File: src/sv/seven_segment_decimal_scan_driver_top_assert.svh
// assertion macros for the seven-segment scan driver
`ifndef SEVEN_SEGMENT_DECIMAL_SCAN_DRIVER_TOP_ASSERT_SVH
`define SEVEN_SEGMENT_DECIMAL_SCAN_DRIVER_TOP_ASSERT_SVH

`ifndef SYNTHESIS
`define SSD_ASSERT_IMPL(lbl, prop, msg) \
	lbl: assert property (@(posedge clk) disable iff (!arst_n) prop) else $error(msg);
`define SSD_ASSERT_NEVER(lbl, expr, msg) \
	lbl: assert property (@(posedge clk) disable iff (!arst_n) !(expr)) else $error(msg);
`else
`define SSD_ASSERT_IMPL(lbl, prop, msg)
`define SSD_ASSERT_NEVER(lbl, expr, msg)
`endif

`endif

File: src/sv/ssd_pkg.sv
// shared types, constants and functions for the seven-segment scan driver
package ssd_pkg;

	localparam int VALUE_W         = 27;
	localparam int DIGIT_SEL_W     = 3;
	localparam int SEG_W           = 7;
	localparam int BCD_DIGITS      = 9;
	localparam int STEP_CNT_W      = 5;
	localparam int IN_TDATA_W      = 32;
	localparam int OUT_TDATA_W     = 16;
	localparam int DIGIT_COUNT_DEF = 8;

	localparam logic KIND_LOAD = 1'b0;
	localparam logic KIND_SCAN = 1'b1;

	typedef struct packed {
		logic load;
		logic shift;
		logic write;
		logic scan;
	} ssd_cmd_t;

	typedef struct packed {
		logic conv_done;
		logic out_stall;
	} ssd_status_t;

	function automatic logic [SEG_W-1:0] seg_encode(input logic [3:0] digit);
		logic [SEG_W-1:0] seg;
		case (digit)
			4'd0: seg = 7'h3F;
			4'd1: seg = 7'h06;
			4'd2: seg = 7'h5B;
			4'd3: seg = 7'h4F;
			4'd4: seg = 7'h66;
			4'd5: seg = 7'h6D;
			4'd6: seg = 7'h7D;
			4'd7: seg = 7'h07;
			4'd8: seg = 7'h7F;
			4'd9: seg = 7'h6F;
			default: seg = '0;
		endcase
		return seg;
	endfunction

	// largest value shown on n digits, clamped to the input range
	function automatic logic [VALUE_W-1:0] max_shown(input int n);
		longint unsigned m;
		longint unsigned lim;
		m = 64'd1;
		lim = (64'd1 << VALUE_W) - 64'd1;
		for (int k = 0; k < n; k++) begin
			m = m * 64'd10;
		end
		m = m - 64'd1;
		if (m > lim) begin
			m = lim;
		end
		return m[VALUE_W-1:0];
	endfunction

endpackage

File: src/sv/ssd_ctrl.sv
// controller state machine of the seven-segment scan driver
module ssd_ctrl (
	input  logic               clk,
	input  logic               arst_n,
	input  logic               in_valid,
	input  logic               in_kind,
	output logic               in_ready,
	input  ssd_pkg::ssd_status_t status,
	output ssd_pkg::ssd_cmd_t    cmd
);
	import ssd_pkg::*;

	typedef enum logic [2:0] {
		ST_IDLE  = 3'b001,
		ST_CONV  = 3'b010,
		ST_WRITE = 3'b100
	} state_t;

	state_t state_q;
	state_t state_d;

	always_comb begin
		in_ready  = (state_q == ST_IDLE) && !status.out_stall;
		cmd       = '0;
		cmd.load  = in_valid && in_ready && (in_kind == KIND_LOAD);
		cmd.scan  = in_valid && in_ready && (in_kind == KIND_SCAN);
		cmd.shift = (state_q == ST_CONV);
		cmd.write = (state_q == ST_WRITE);
		state_d   = state_q;
		case (state_q)
			ST_IDLE: begin
				if (cmd.load) begin
					state_d = ST_CONV;
				end
			end
			ST_CONV: begin
				if (status.conv_done) begin
					state_d = ST_WRITE;
				end
			end
			ST_WRITE: begin
				state_d = ST_IDLE;
			end
			default: begin
				state_d = ST_IDLE;
			end
		endcase
	end

	always_ff @(posedge clk or negedge arst_n) begin
		if (!arst_n) begin
			state_q <= ST_IDLE;
		end else begin
			state_q <= state_d;
		end
	end

endmodule

File: src/sv/ssd_dp.sv
// datapath: binary to bcd shifter, digit buffer, scan position and output register
module ssd_dp #(
	parameter int DIGIT_COUNT = ssd_pkg::DIGIT_COUNT_DEF
) (
	input  logic                         clk,
	input  logic                         arst_n,
	input  ssd_pkg::ssd_cmd_t            cmd,
	output ssd_pkg::ssd_status_t         status,
	input  logic [ssd_pkg::VALUE_W-1:0]  in_value,
	output logic                         out_valid,
	input  logic                         out_ready,
	output logic [ssd_pkg::DIGIT_SEL_W-1:0] out_sel,
	output logic [ssd_pkg::SEG_W-1:0]    out_seg
);
	import ssd_pkg::*;

	localparam int POS_W = (DIGIT_COUNT > 1) ? $clog2(DIGIT_COUNT) : 1;
	localparam int BCD_W = 4 * BCD_DIGITS;
	localparam logic [VALUE_W-1:0] SAT_LIMIT = max_shown(DIGIT_COUNT);

	logic [VALUE_W-1:0]    val_q;
	logic [BCD_W-1:0]      bcd_q;
	logic [BCD_W-1:0]      bcd_adj;
	logic [STEP_CNT_W-1:0] cnt_q;
	logic [BCD_DIGITS-1:0] upper_nz;
	logic [SEG_W-1:0]      patt_q   [DIGIT_COUNT];
	logic [SEG_W-1:0]      new_patt [DIGIT_COUNT];
	logic [POS_W-1:0]      pos_q;
	logic [DIGIT_SEL_W-1:0] sel_q;
	logic [SEG_W-1:0]      seg_q;
	logic                  valid_q;

	// add 3 to every digit of five or more before the shift
	always_comb begin
		logic [3:0] d;
		for (int k = 0; k < BCD_DIGITS; k++) begin
			d = bcd_q[4*k +: 4];
			bcd_adj[4*k +: 4] = (d >= 4'd5) ? d + 4'd3 : d;
		end
	end

	// digit k or a higher one is nonzero
	always_comb begin
		upper_nz[BCD_DIGITS-1] = (bcd_q[BCD_W-1 -: 4] != 4'd0);
		for (int k = BCD_DIGITS - 2; k >= 0; k--) begin
			upper_nz[k] = upper_nz[k+1] | (bcd_q[4*k +: 4] != 4'd0);
		end
	end

	for (genvar gi = 0; gi < DIGIT_COUNT; gi++) begin : g_patt
		localparam int R = DIGIT_COUNT - 1 - gi;
		if (R < BCD_DIGITS) begin : g_digit
			assign new_patt[gi] = (1'(R == 0) | upper_nz[R]) ?
				seg_encode(bcd_q[4*R +: 4]) : '0;
		end else begin : g_blank
			assign new_patt[gi] = '0;
		end
	end

	assign status.conv_done = (cnt_q == STEP_CNT_W'(VALUE_W - 1));
	assign status.out_stall = valid_q && !out_ready;

	always_ff @(posedge clk) begin
		if (cmd.load) begin
			val_q <= (in_value > SAT_LIMIT) ? SAT_LIMIT : in_value;
			bcd_q <= '0;
		end else if (cmd.shift) begin
			val_q <= {val_q[VALUE_W-2:0], 1'b0};
			bcd_q <= {bcd_adj[BCD_W-2:0], val_q[VALUE_W-1]};
		end
	end

	always_ff @(posedge clk or negedge arst_n) begin
		if (!arst_n) begin
			cnt_q <= '0;
		end else if (cmd.load) begin
			cnt_q <= '0;
		end else if (cmd.shift) begin
			cnt_q <= cnt_q + STEP_CNT_W'(1);
		end
	end

	always_ff @(posedge clk or negedge arst_n) begin
		if (!arst_n) begin
			for (int i = 0; i < DIGIT_COUNT; i++) begin
				patt_q[i] <= '0;
			end
		end else if (cmd.write) begin
			for (int i = 0; i < DIGIT_COUNT; i++) begin
				patt_q[i] <= new_patt[i];
			end
		end
	end

	always_ff @(posedge clk or negedge arst_n) begin
		if (!arst_n) begin
			pos_q   <= '0;
			valid_q <= 1'b0;
		end else begin
			if (cmd.scan) begin
				pos_q   <= (pos_q == POS_W'(DIGIT_COUNT - 1)) ? '0 : pos_q + POS_W'(1);
				valid_q <= 1'b1;
			end else if (out_ready) begin
				valid_q <= 1'b0;
			end
		end
	end

	always_ff @(posedge clk) begin
		if (cmd.scan) begin
			sel_q <= DIGIT_SEL_W'(pos_q);
			seg_q <= patt_q[pos_q];
		end
	end

	assign out_valid = valid_q;
	assign out_sel   = sel_q;
	assign out_seg   = seg_q;

endmodule

File: src/sv/seven_segment_decimal_scan_driver_top.sv
// top level of the eight-digit multiplexed seven-segment scan driver
//
// requests enter on the s_axis group; s_tuser picks the kind of request:
// 0 loads a new number from s_tdata, 1 is a scan tick. a load gives no
// output; it is converted to decimal digits with leading-zero blanking and
// stored in the digit buffer. values beyond the display range show all nines.
// a load holds the input off from acceptance until it is stored:
// taking the value, 27 shift steps of the binary-to-bcd shifter, one buffer write.
// a scan tick gives one request on the m_axis group in the next cycle with
// the current digit position and its segment pattern (common cathode, bit0
// segment a), then advances the position, wrapping after the last digit.
// scan ticks run at one per cycle while the output is taken and no load is in conversion.
// when the receiver stalls, the output register holds its request and the
// input is not taken until the output request has gone out.
// reset blanks every digit, sets the scan position to the leftmost digit
// and leaves no output request pending.
`include "seven_segment_decimal_scan_driver_top_assert.svh"
module seven_segment_decimal_scan_driver_top #(
	parameter int DIGIT_COUNT = ssd_pkg::DIGIT_COUNT_DEF
) (
	input  logic                              clk,
	input  logic                              arst_n,
	input  logic                              s_tvalid,
	output logic                              s_tready,
	input  logic [ssd_pkg::IN_TDATA_W-1:0]    s_tdata,   // value[26:0], zeros
	input  logic                              s_tuser,   // kind
	output logic                              m_tvalid,
	input  logic                              m_tready,
	output logic [ssd_pkg::OUT_TDATA_W-1:0]   m_tdata    // digit_select[2:0], segments[9:3], zeros
);
	import ssd_pkg::*;

	localparam int PAD_W = OUT_TDATA_W - DIGIT_SEL_W - SEG_W;

	ssd_cmd_t               cmd;
	ssd_status_t            status;
	logic [DIGIT_SEL_W-1:0] out_sel;
	logic [SEG_W-1:0]       out_seg;

	ssd_ctrl u_ctrl (
		.clk      (clk),
		.arst_n   (arst_n),
		.in_valid (s_tvalid),
		.in_kind  (s_tuser),
		.in_ready (s_tready),
		.status   (status),
		.cmd      (cmd)
	);

	ssd_dp #(
		.DIGIT_COUNT (DIGIT_COUNT)
	) u_dp (
		.clk       (clk),
		.arst_n    (arst_n),
		.cmd       (cmd),
		.status    (status),
		.in_value  (s_tdata[VALUE_W-1:0]),
		.out_valid (m_tvalid),
		.out_ready (m_tready),
		.out_sel   (out_sel),
		.out_seg   (out_seg)
	);

	assign m_tdata = {{PAD_W{1'b0}}, out_seg, out_sel};

	`SSD_ASSERT_NEVER(a_no_accept_in_conv, cmd.shift && s_tready, "input taken during conversion")
	`SSD_ASSERT_IMPL(a_load_starts_conv, cmd.load |=> cmd.shift, "load did not start conversion")
	`SSD_ASSERT_IMPL(a_scan_gives_out, cmd.scan |=> m_tvalid, "scan tick gave no output")
	`SSD_ASSERT_NEVER(a_one_cmd, cmd.load && cmd.scan, "load and scan in one cycle")

endmodule

File: config.mk
export PLATFORM = sky130hd
export DESIGN_NAME = seven_segment_decimal_scan_driver_top
export DESIGN_NICKNAME = d
export VERILOG_FILES = /design/src/sv/ssd_pkg.sv /design/src/sv/ssd_ctrl.sv /design/src/sv/ssd_dp.sv /design/src/sv/seven_segment_decimal_scan_driver_top.sv
export VERILOG_INCLUDE_DIRS = /design/src /design/src/sv
export SDC_FILE = /design/constraint.sdc
export NUM_CORES = 1
export LEC_CHECK = 0
export BUFFER_PORTS_ARGS = -buffer_cell sky130_fd_sc_hd__buf_2
export CORE_MARGIN = 1
export CORE_UTILIZATION = 30
export CTS_BUF_LIST = sky130_fd_sc_hd__clkbuf_4
export DETAILED_ROUTE_END_ITERATION = 10
export GPL_ROUTABILITY_DRIVEN = 0
export PLACE_DENSITY_LB_ADDON = 0.25
export RECOVER_POWER = 50
export SETUP_SLACK_MARGIN = 0.15
export SLEW_MARGIN = 0
export SYNTH_ARGS = -nofsm -noshare
export SYNTH_HDL_FRONTEND = slang
export SYNTH_HIERARCHICAL = 1
export SYNTH_SLANG_ARGS = --single-unit
export TNS_END_PERCENT = 30
File: constraint.sdc
create_clock -name clk -period 3.52 [get_ports clk]
set_clock_uncertainty 0.1 [all_clocks]
set_input_delay 0.352 -clock clk [delete_from_list [all_inputs] [get_ports clk]]
set_output_delay 0.352 -clock clk [all_outputs]
set_load 0.02 [all_outputs]
**Word level (Yosys, flattened, before mapping)**

Memory sizes are Yosys's and may differ from the RTL's. A register that Yosys moved wholly into a read port is not among the register bits.
Cells that the tools add are included.

- Add/subtract/negate cells: 11
- $lt $le $gt $ge: 11
- Equal/unequal tests: 7
- Multiplexer cells: 44
- Bitwise gates (word level): 9
- Reduce and logical (&&, ||, !) cells: 19

Operators by type and width:

| operator | count |
|---|---|
| $mux W4 | 22 |
| $mux W27 | 3 |
| $mux W7 | 9 |
| $ge A4 B3 Y1 const B | 9 |
| $add A4 B2 Y4 const B | 8 |
| $reduce_bool A4 Y1 | 8 |
| $gt A27 B27 Y1 const B | 1 |
| $bmux W7 S3 | 1 |
| $mux W3 | 4 |
| $mux W5 | 2 |
| $or A1 B1 Y1 | 7 |
| $eq A3 B3 Y1 const B | 2 |
| $pmux W3 S2 | 1 |
| $add A5 B1 Y5 const B | 1 |
| $eq A5 B5 Y1 const B | 1 |
| $logic_and A1 B1 Y1 | 5 |
| $ge A4 B4 Y1 const B | 1 |
| $not A3 Y4 | 1 |
| $reduce_bool A2 Y1 | 2 |
| $add A3 B1 Y3 const B | 1 |
| $add A3 B2 Y3 const B | 1 |
| $eq A3 B1 Y1 const B | 1 |
| $eq A3 B2 Y1 const B | 1 |
| $logic_not A1 Y1 | 3 |
| 5 further kinds | 6 |

- Register bits: 134
- Bits in read-only memories: 896
- Input bits: 37
- Output and inout bits: 18
- Word-level logic and storage cells: 124
- Memories: 8

Memories:

| memory | depth | width | rd ports | clocked after Yosys merged registers in | wr ports | RTL line | source |
|---|---|---|---|---|---|---|---|
| (no name shown) | 16 | 7 | 1 | 1 | 0 | ssd_pkg.sv:30 | `case (digit)` |
| (no name shown) | 16 | 7 | 1 | 1 | 0 | ssd_pkg.sv:30 |  |
| (no name shown) | 16 | 7 | 1 | 1 | 0 | ssd_pkg.sv:30 |  |
| (no name shown) | 16 | 7 | 1 | 1 | 0 | ssd_pkg.sv:30 |  |
| (no name shown) | 16 | 7 | 1 | 1 | 0 | ssd_pkg.sv:30 |  |
| (no name shown) | 16 | 7 | 1 | 1 | 0 | ssd_pkg.sv:30 |  |
| 2 more memories | -- | -- | -- | -- | -- | -- |  |

**Logic depth before layout (Yosys ltp)**

Gate-level depths: netlist (run 1).

- Depth after elaboration: 9
- Gate-level depth with buffers: 13
- Depth with buffers taken out: 11

**By module**

The synthesis (run 1) kept the hierarchy.

By module, submodules not included:

| module | times used | cells an instance | area an instance (µm²) | seq. area each (µm²) |
|---|---|---|---|---|
| ssd_dp | 1 | 949 | 9736.8 | 4439.3 |
| ssd_ctrl | 1 | 14 | 158.9 | 76.3 |
| seven_segment_decimal_scan_driver_top | 1 | 7 | 48.8 | 0.0 |

**Least setup slack after synthesis (run 1)**

OpenSTA, ideal clock, no wires.

- Path type: reg2reg
- Start: register u_dp.valid_q, in the netlist u_dp/out_valid
- End: register with a tool-made name
- Library setup time: 103 ps
- Arrival time: 3033 ps
- Required time: 3317 ps
- Slack: 284 ps
- Stages on the path, launching flop included: 13
- Path buffers: 4
- Period minus slack after synthesis: 3236 ps
- Cells stage by stage: dfrtp_1 nor2b_1 or4b_4 nor2_1 buf_2 buf_1 clkbuf_1 clkbuf_1 nor2_1 inv_1 ha_1 o21ai_0 a222oi_1

RTL lines:

| item | RTL line | source |
|---|---|---|
| from (decl) | ssd_dp.sv:31 | `logic valid_q;` |
| from (signal assigned) | ssd_dp.sv:98 | `valid_q <= 1'b0;` |
| from (signal assigned) | ssd_dp.sv:102 | `valid_q <= 1'b1;` |
| from (signal assigned) | ssd_dp.sv:104 | `valid_q <= 1'b0;` |

==> reports/metrics.csv, run 1 <==
stage,metric,value,unit
run_status,status,"complete, but fails checks",
run_status,violations,"capacitance limit, slew limit",
worst_hold_path,min_to,u_ctrl/state_q[1],
clocking,cts_buffers,17,
die,die_h,184,um
die,die_x,184,um
worst_setup_path,crit_path_max_fanout,16,
worst_setup_path,crit_required,3.90,ns
sta,rsz0062_at_grt,false,
clocking,clockBufferDepth,2,
worst_hold_path,min_path_cells,3,
sta,fmax,327,MHz
grt,grtUsageTotal,0.136,
logic_synthesis,synth_area,9940,um^2
pwr,power.density,536,nW/um^2
logic_synthesis,ys.flop_type,dfxtp_1,
logic_synthesis,synth_cells,970,
sta,finalCritPeriodShare,0.868,
die,num_rows,66,
cells_and_area,layout-area-overhead-vs-synth,11.2,%
logic_synthesis,yosysTopAreaCellShare,0.171,
logic_synthesis,synth_edf_count,37,
clocking,clk_latency,0.58,ns
route,ant_nets,0,
die,io_pins,55,
pwr,ir_worst_vdd,0.000164,V
worst_setup_path,crit_type,reg -> reg,
sta,setup_violations,0,
route,highest_layer,met4,
logic_synthesis,yosysUniqueCellTypes,73,
sta,maxSlewViolCount,42,
placed_design,port-buffer-count,43,
die,start_util,0.306,
grt,grt_pass1_wl,36300,um
logic_synthesis,syn_avg_cell_area,10.3,um^2
worst_hold_path,min_path_type,in -> reg,
logic_synthesis,synth_warnings,6,
worst_hold_path,hold_path_startpoint,s_tuser,
clocking,clk_pin_slew,0.16,ns
placed_design,place_area,10600,um^2
worst_setup_path,worst_r2r_path_depth,9,
clocking,cts_root_buf,clkbuf_4,
route,route.met3.wl,722,um
sta,fin_setup_tns,0,ns
cells_and_area,post_route_cells_drive_above_1_share,0.119,
route,via_per_inst,4.86,
route,dr.pass1.iters,5,
worst_setup_path,start_kind,flip-flop,
route,wl_per_cell,15.0,um
worst_setup_path,r2r-start,u_ctrl/state_q[0],
route,drt_iter0_markers,476,
route,route.detailed.drc,0,
sta,fin_crit,3.05,ns
logic_synthesis,synthArstFlopShare,0.358,
worst_setup_path,rrSetupSlack,0.47,ns
cells_and_area,fill_cells,3363,
cells_and_area,fin_area,11100,um^2
die,core,32500,um^2
clocking,cts_tree,built,
grt,grt-ovfl-total,0,
logic_synthesis,synth-seq-cells,190,
route,dr_total_vias,7145,
sta,finalHoldViolCount,0,
worst_setup_path,arrival,3.44,ns
flow_run,maxCapViolCount,1,
sta,tightest_slew,2.36,ns
grt,antenna_found_initial,1,
logic_synthesis,synth.largest_area_cell,dfxtp_1,
cells_and_area,nets,1127,
sta,max_slew_margin,-0.571,
route,drt-total-wl,22000,um
logic_synthesis,synth.area.top_cells,"dfxtp_1, dfrtp_1, edfxtp_1",
placed_design,place_hpwl,15100,um
route,dr_wl_met2,9670,um
grt,grt_max_degree,83,
pwr,p_leak,0.00461,uW
route,route.layer.met1.wl,11400,um
clocking,clock_sinks,190,
grt,grt_pass1_vias,6772,
cells_and_area,final_cell_mix,"nor2_1, inv_1, dfxtp_1, ha_1, dfrtp_1",
clocking,htreeDepth,4,
logic_synthesis,seq_area_frac_synth,0.454,
worst_setup_path,endpoint_kind,flip-flop,
die,die-area,33900,um^2
[metrics by stage]
stage	util	cells	hold WS (ns)	setup slack, ns	total power (uW)
floorplan	-	975	-0.0436	0.284	4190
global placement	0.326	1415	0.319	0.516	4700
detailed placement	0.326	1415	0.322	0.470	4710
CTS	0.342	1470	0.00517	0.420	6020
global route	0.340	1471	-0.0570	0.183	6360
finish	0.340	1471	0.00939	0.466	5930
[power by group]
group	switching [uW]	internal (uW)
Combinational	999	704
Clock	808	461
Sequential	333	2620
[layout make-up]
type,instances,area [um^2],share of cell area
Timing Repair Buffer,84,563,0.0509
Multi-Input combinational cell,634,4800,0.434
Inverter,88,330,0.0299
Antenna cell,1,2.50,0.000226
Tap cell,442,553,0.0500
Sequential cell,190,4520,0.408
Clock inverter,13,153,0.0138
Clock buffer,19,143,0.0129
[critical path: stages (launching register included)]
cell,delay [ns]
dfstp_1,0.41
nor3b_1,0.31
inv_1,0.40
a2111oi_0,0.59
nor3_2,0.12
nor2_1,0.27
ha_1,0.25
inv_1,0.05
o311a_1,0.34
o2bb2ai_1,0.12
[cell families after synthesis]
logic type | count (synthesis) | synth area share
XOR/XNOR | 10 | 0.00881
AO/OA/AOI/OAI | 249 | 0.179
multiplexers | 53 | 0.0723
other | 1 | 0.000377
AND/OR/NAND/NOR | 241 | 0.128
flip-flops | 190 | 0.454
buffers and inverters | 151 | 0.0630
adder cells (fa/ha/maj) | 75 | 0.0944
[what timing repair did]
item,CTS,global route
endpoints found under the setup margin,0,1
gates resized for setup,0,1
buffers inserted,0,0
hold buffers,23,0
hold endpoints to repair,61,0
[metal layers]
layer,vias up,track usage
li1,3582,-
met1,3423,0.193
met2,123,0.208
met3,17,0.0287
met4,0,0.0363
met5,-,0
[cells in the mapped netlist, types with 4 or more instances]
master,number
inv_1,86
nor2_1,86
dfxtp_1,85
ha_1,75
dfrtp_1,67
o21ai_0,49
a22o_1,40
edfxtp_1,37
nand2_1,37
clkbuf_1,35
mux2i_1,28
nor2b_1,26
o22ai_1,26
a21oi_1,25
a31oi_1,22
buf_2,15
and3_1,14
mux4_2,14
a311oi_1,13
nand3_1,12
mux2_2,11
a211oi_1,10
nand2b_1,10
o2bb2ai_1,10
a2111oi_0,9
a31o_2,9
buf_4,9
nor3_2,7
nand3b_1,6
nand4_1,6
or2_2,6
xnor2_1,6
and2_1,5
nor3b_1,5
a21o_1,4
xor2_1,4
[worst max path at each step]
stage	startpoint	end	slack [ns]	cells after the start
final	u_ctrl/state_q[0]	flip-flop	0.47	9
after global routing	u_ctrl/state_q[2]	flip-flop	0.18	9
after CTS	u_ctrl/state_q[2]	flip-flop	0.42	9
after detailed placement	u_ctrl/state_q[2]	flip-flop	0.47	9
after global placement	u_ctrl/state_q[2]	flip-flop	0.52	9
after floorplan	u_dp/out_valid	flip-flop	0.28	12
No activity file was read; power rests on OpenSTA's default activity.
==> run 2, diff against run 1 <==
--- a/constraint.sdc
+++ b/constraint.sdc
@@ -4,2 +4,2 @@
 set_output_delay 0.352 -clock clk [all_outputs]
-set_load 0.02 [all_outputs]
+set_load 0.1 [all_outputs]
==> run 2 against run 1 <==
- the flow still finishes with violations (capacitance limit, slew limit)
- global-route usage increased by 0.16 points
- clock-buffer cell count fell by 2
- first-iteration DRC count down 9.0%
- sequential share of layout area down 0.61 points
==> reports/metrics.csv, run 2 (synthesis results as in run 1) <==
stage,metric,value,unit,change
clocking,clockBufferDepth,2,,unchanged
placed_design,port-buffer-count,43,,unchanged
cells_and_area,multiInputGateArea,4810,um^2,+0.34%
flow_run,maxCapViolCount,2,,+1
route,route.detailed.drc,0,,unchanged
clocking,clk_pin_slew,0.18,ns,+0.02 ns
route,dr.pass1.iters,5,,unchanged
grt,grt_pass1_wl,36800,um,+1.5%
worst_hold_path,min_path_type,in -> reg,,
worst_setup_path,crit_required,3.90,ns,about the same
route,ant_nets,0,,unchanged
worst_hold_path,min_path_cells,3,,unchanged
run_status,status,"complete, but fails checks",,
die,io_pins,55,,unchanged
run_status,violations,"capacitance limit, slew limit",,
clocking,clock_sinks,190,,unchanged
die,start_util,0.306,,unchanged
pwr,ir_worst_vdd,0.000217,V,+32%
sta,maxSlewViolCount,38,,-9.5%
sta,setup_violations,0,,unchanged
die,core,32500,um^2,unchanged
worst_setup_path,crit_path_max_fanout,79,,+63
grt,grt_pass1_vias,6880,,+1.6%
clocking,clk_latency,0.60,ns,+0.02 ns
die,die_h,184,um,unchanged
clocking,htreeDepth,4,,unchanged
pwr,p_leak,0.00466,uW,+1.1%
cells_and_area,nets,1137,,+0.89%
route,wl_per_cell,15.1,um,+0.62%
worst_hold_path,min_to,u_ctrl/state_q[0],,
clocking,cts_root_buf,clkbuf_4,,
sta,fin_crit,3.10,ns,+0.0418 ns
cells_and_area,fill_cells,3311,,-1.5%
clocking,post-cts-setup-buffers,0,,unchanged
cells_and_area,seq_area,4520,um^2,about the same
sta,max_slew_margin,-0.436,,+0.136
worst_setup_path,endpoint_kind,flip-flop,,
grt,antenna_found_initial,2,,+1
cells_and_area,final_cell_mix,"nor2_1, inv_1, dfxtp_1, ha_1, dfrtp_1",,
worst_setup_path,crit_type,reg -> reg,,
route,drt-total-wl,22300,um,+1.4%
grt,grt-ovfl-total,0,,unchanged
route,drt_iter0_markers,433,,-9.0%
worst_setup_path,start_kind,flip-flop,,
placed_design,dp_slack,0.446,ns,-0.0234 ns
sta,tightest_slew,2.15,ns,-0.204 ns
worst_setup_path,rrSetupSlack,0.42,ns,-0.04 ns
route,dr_total_vias,7202,,+0.80%
sta,finalHoldViolCount,0,,unchanged
pwr,power.density,547,nW/um^2,+2.0%
grt,grtUsageTotal,0.138,,+0.00156
clocking,cts_buffers,17,,unchanged
die,die_x,184,um,unchanged
cells_and_area,post_route_cells_drive_above_1_share,0.125,,+0.00656
placed_design,place_hpwl,15600,um,+3.1%
worst_setup_path,worst_r2r_path_depth,8,,-1
worst_setup_path,arrival,3.47,ns,+0.03 ns
sta,fin_ws,0.424,ns,-0.0418 ns
die,num_rows,66,,unchanged
worst_hold_path,hold_path_startpoint,s_tuser,,
cells_and_area,layout-area-overhead-vs-synth,12.9,%,
sta,fin_setup_tns,0,ns,unchanged
die,die-area,33900,um^2,unchanged
sta,rsz0062_at_grt,false,,
clocking,cts_tree,built,,
worst_setup_path,r2r-start,u_ctrl/state_q[0],,
grt,grt_max_degree,83,,unchanged
route,via_per_inst,4.86,,about the same
sta,finalCritPeriodShare,0.879,,+0.0119
sta,fmax,323,MHz,-1.4%
## run 2: cell types whose count changed in the layout (fill, tap and decap cells not counted), sizes merged
cell         before  now
clkinv            5    6
buf              43   44
clkinvlp          0    1
clkbuf           37   36
diode             1    2
dlygate4sd3      23   31
## run 2: cell type report
class | count | area share
Antenna cell | 2 | 0.000446
Clock buffer | 17 | 0.0114
Tap cell | 442 | 0.0493
Multi-Input combinational cell | 634 | 0.429
Sequential cell | 190 | 0.402
Clock inverter | 15 | 0.0192
Timing Repair Buffer | 94 | 0.0594
Inverter | 88 | 0.0294
## run 2: how the worst max path moves through the flow
stage	to	start	cells past startpoint	slack, ns
after detailed placement	flip-flop	u_ctrl/state_q[2]	9	0.45
after CTS	flip-flop	u_ctrl/state_q[2]	9	0.40
after global placement	flip-flop	u_ctrl/state_q[2]	9	0.53
after global routing	flip-flop	u_ctrl/state_q[0]	11	0.14
final	flip-flop	u_ctrl/state_q[0]	8	0.42
after floorplan	flip-flop	u_dp/out_valid	12	0.16
## run 2: worst max-delay path: stages, from the launching register on
cell	delay [ns]
dfstp_1	0.61
or4b_1	0.54
nor2_1	0.42
buf_12	0.33
a211oi_1	0.16
inv_1	0.15
ha_1	0.18
o21ai_0	0.08
a222oi_1	0.35
## run 2: per-layer routing
layer	routed length, um	vias to the layer above	global-route usage
met5	0	-	0
met4	210	0	0.0373
met3	690	12	0.0242
met2	10000	124	0.212
met1	11400	3455	0.197
li1	-	3611	-
## run 2: metrics by stage
step	util	instances	hold WS, ns	instance area (um^2)	power (uW)
detailed placement	0.327	1417	0.333	10600	4830
floorplan	-	975	-0.0436	9970	4290
global route	0.345	1482	-0.0138	11200	6590
CTS	0.347	1480	0.0294	11300	6230
finish	0.345	1482	0.0359	11200	6140
global placement	0.327	1417	0.324	10600	4800
## run 2: timing repair
item                                   CTS  global route
hold buffers                            31             0
endpoints found under the hold margin   64             0
setup endpoints to repair                0             3
resized for setup                        0             1
## run 2: power breakdown
group,total [uW],internal (uW),switching (uW)
clock network,1360,473,891
registers,2960,2620,334
logic,1820,716,1100
==> run 3, diff against run 2 <==
- BUFFER_PORTS_ARGS: -buffer_cell sky130_fd_sc_hd__buf_2 -> not set
- CORE_UTILIZATION: 30 -> 50
- DONT_BUFFER_PORTS: not set -> 1
==> run 3 against run 2 <==
- the run still ends with capacitance limit, slew limit left
- clock power decreased by 7%
- wire length decreased by 9.3%
- first-iteration DRC count decreased by 15%
- die area decreased by 40%
- non-clock buffer count decreased by 46
- largest cell class unchanged
- largest power group unchanged
==> reports/metrics.csv, run 3 (synthesis results as in run 1) <==
stage,metric,value,unit,change
run_status,status,"complete, but fails checks",,
run_status,violations,"capacitance limit, slew limit",,
route,drt-total-wl,20300,um,-9.3%
sta,maxSlewViolCount,69,,+82%
clocking,htreeDepth,4,,unchanged
clocking,clk_latency,0.58,ns,-0.02 ns
worst_hold_path,min_path_type,in -> reg,,
route,dr.pass1.iters,5,,unchanged
worst_setup_path,crit_path_max_fanout,66,,-16%
route,route.detailed.drc,0,,unchanged
sta,fin_setup_tns,0,ns,unchanged
worst_setup_path,crit_required,3.88,ns,-0.02 ns
cells_and_area,fill_cells,1714,,-48%
clocking,cts_root_buf,clkbuf_4,,
worst_setup_path,max_stage_delay,0.60,ns,about the same
sta,finalCritPeriodShare,0.871,,-0.00882
sta,whs,0.170,ns,+0.134 ns
cells_and_area,nets,1091,,-4.0%
grt,grt_pass1_vias,6570,,-4.5%
sta,rsz0062_at_grt,false,,
die,die_h,143,um,-22%
sta,fmax,326,MHz,+1.0%
pwr,power.total,5970,uW,-2.8%
route,ant_nets,0,,unchanged
sta,max_slew_margin,-0.147,,+0.289
clocking,cts_buffers,17,,unchanged
grt,grt-ovfl-total,0,,unchanged
worst_setup_path,path_delay_family,simple AND/OR/NAND/NOR gates,,
worst_hold_path,hold_path_startpoint,s_tdata[26],,
route,wl_per_cell,16.1,um,+6.9%
die,start_util,0.511,,+0.205
die,num_rows,51,,-23%
worst_setup_path,endpoint_kind,flip-flop,,
sta,fin_crit,3.06,ns,-0.0310 ns
pwr,power.density,555,nW/um^2,+1.5%
cells_and_area,layout-area-overhead-vs-synth,8.13,%,
flow_run,maxCapViolCount,1,,-1
worst_setup_path,arrival,3.43,ns,-0.04 ns
route,dr_total_vias,7078,,-1.7%
worst_setup_path,rrSetupSlack,0.46,ns,+0.03 ns
die,core,19500,um^2,-40%
worst_hold_path,min_to,u_dp/val_q[23],,
die,die-area,20500,um^2,-40%
clocking,cts_tree,built,,
grt,antenna_found_initial,1,,-1
grt,grtUsageTotal,0.212,,+0.0739
placed_design,place_hpwl,13900,um,-11%
clocking,clock_sinks,190,,unchanged
sta,tightest_slew,1.72,ns,-0.433 ns
worst_setup_path,r2r-start,u_ctrl/state_q[0],,
sta,setup_violations,0,,unchanged
grt,grt_pass1_wl,33400,um,-9.2%
route,drt_iter0_markers,370,,-15%
pwr,p_leak,0.00451,uW,-3.1%
worst_setup_path,slowest_stage,dfstp_1,,
worst_hold_path,min_path_cells,3,,unchanged
worst_setup_path,worst_r2r_path_depth,8,,unchanged
worst_setup_path,critical_path_buf_inv_count,2,,unchanged
worst_setup_path,crit_chain,or4b_1 > nor2_1 > buf_12 > a211oi_1 > inv_1 > ha_1 > o21ai_0 > a222oi_1,,
cells_and_area,post_route_cells_drive_above_1_share,0.0968,,-0.0285
die,die_x,143,um,-22%
cells_and_area,final_cell_mix,"nor2_1, inv_1, dfxtp_1, ha_1, dfrtp_1",,
placed_design,port-buffer-count,0,,-100%
clocking,clockBufferDepth,2,,unchanged
worst_setup_path,crit_start,u_ctrl/state_q[0],,
pwr,ir_worst_vdd,0.000286,V,+32%
sta,finalHoldViolCount,0,,unchanged
die,io_pins,55,,unchanged
clocking,clk_pin_slew,0.14,ns,-0.04 ns
worst_setup_path,crit_type,reg -> reg,,
grt,grt_max_degree,83,,unchanged
worst_setup_path,cp_num_cells,8,,unchanged
route,via_per_inst,5.63,,+16%
worst_setup_path,start_kind,flip-flop,,
## run 3: report_power, final
part           switching (uW)  total, uW  internal, uW
sequential                375       3000          2620
clock                     746       1260           516
combinational            1020       1710           692
total                    2140       5970          3830
## run 3: worst max-delay path by stage
stage | to
after global routing | flip-flop
after floorplan | flip-flop
after CTS | flip-flop
final | flip-flop
after detailed placement | flip-flop
after global placement | flip-flop
## run 3: stage by stage
step                      setup slack, ns  area (um^2)  cells  utilization
after CTS                           0.402        10800   1257        0.555
after detailed placement            0.436        10200   1193        0.522
after global routing                0.136        10800   1258        0.552
after global placement              0.571        10200   1193        0.522
final                               0.455        10800   1258        0.552
after floorplan                     0.162         9970    975            -
## run 3: what timing repair did
item                       CTS  global route
hold buffers                32             0
resized for setup            0             1
hold endpoints to repair    98             0
setup buffers                0             0
setup endpoints to repair    0             1
## run 3: final cells by class
cell class	instances	area, um^2	area share
tap	265	332	0.0308
inverter	88	330	0.0307
multi-input combinational	634	4810	0.448
timing repair buffer	48	453	0.0421
clock buffer	19	143	0.0133
antenna	1	2.50	0.000233
clock inverter	13	163	0.0151
sequential	190	4520	0.420
## run 3: layer usage
| metal | vias up | share of wire | track usage |
|---|---|---|---|
| met4 | 0 | 0.011 | 0.0572 |
| met5 | - | 0 | 0 |
| met3 | 15 | 0.036 | 0.0366 |
| met1 | 3415 | 0.49 | 0.296 |
| li1 | 3508 | - | - |
| met2 | 140 | 0.46 | 0.338 |
## run 3: tightest hold or removal path, stage by stage
cell and delay (ns):
a222oi_1 0.07, buf_4 0.16, a31oi_1 0.15
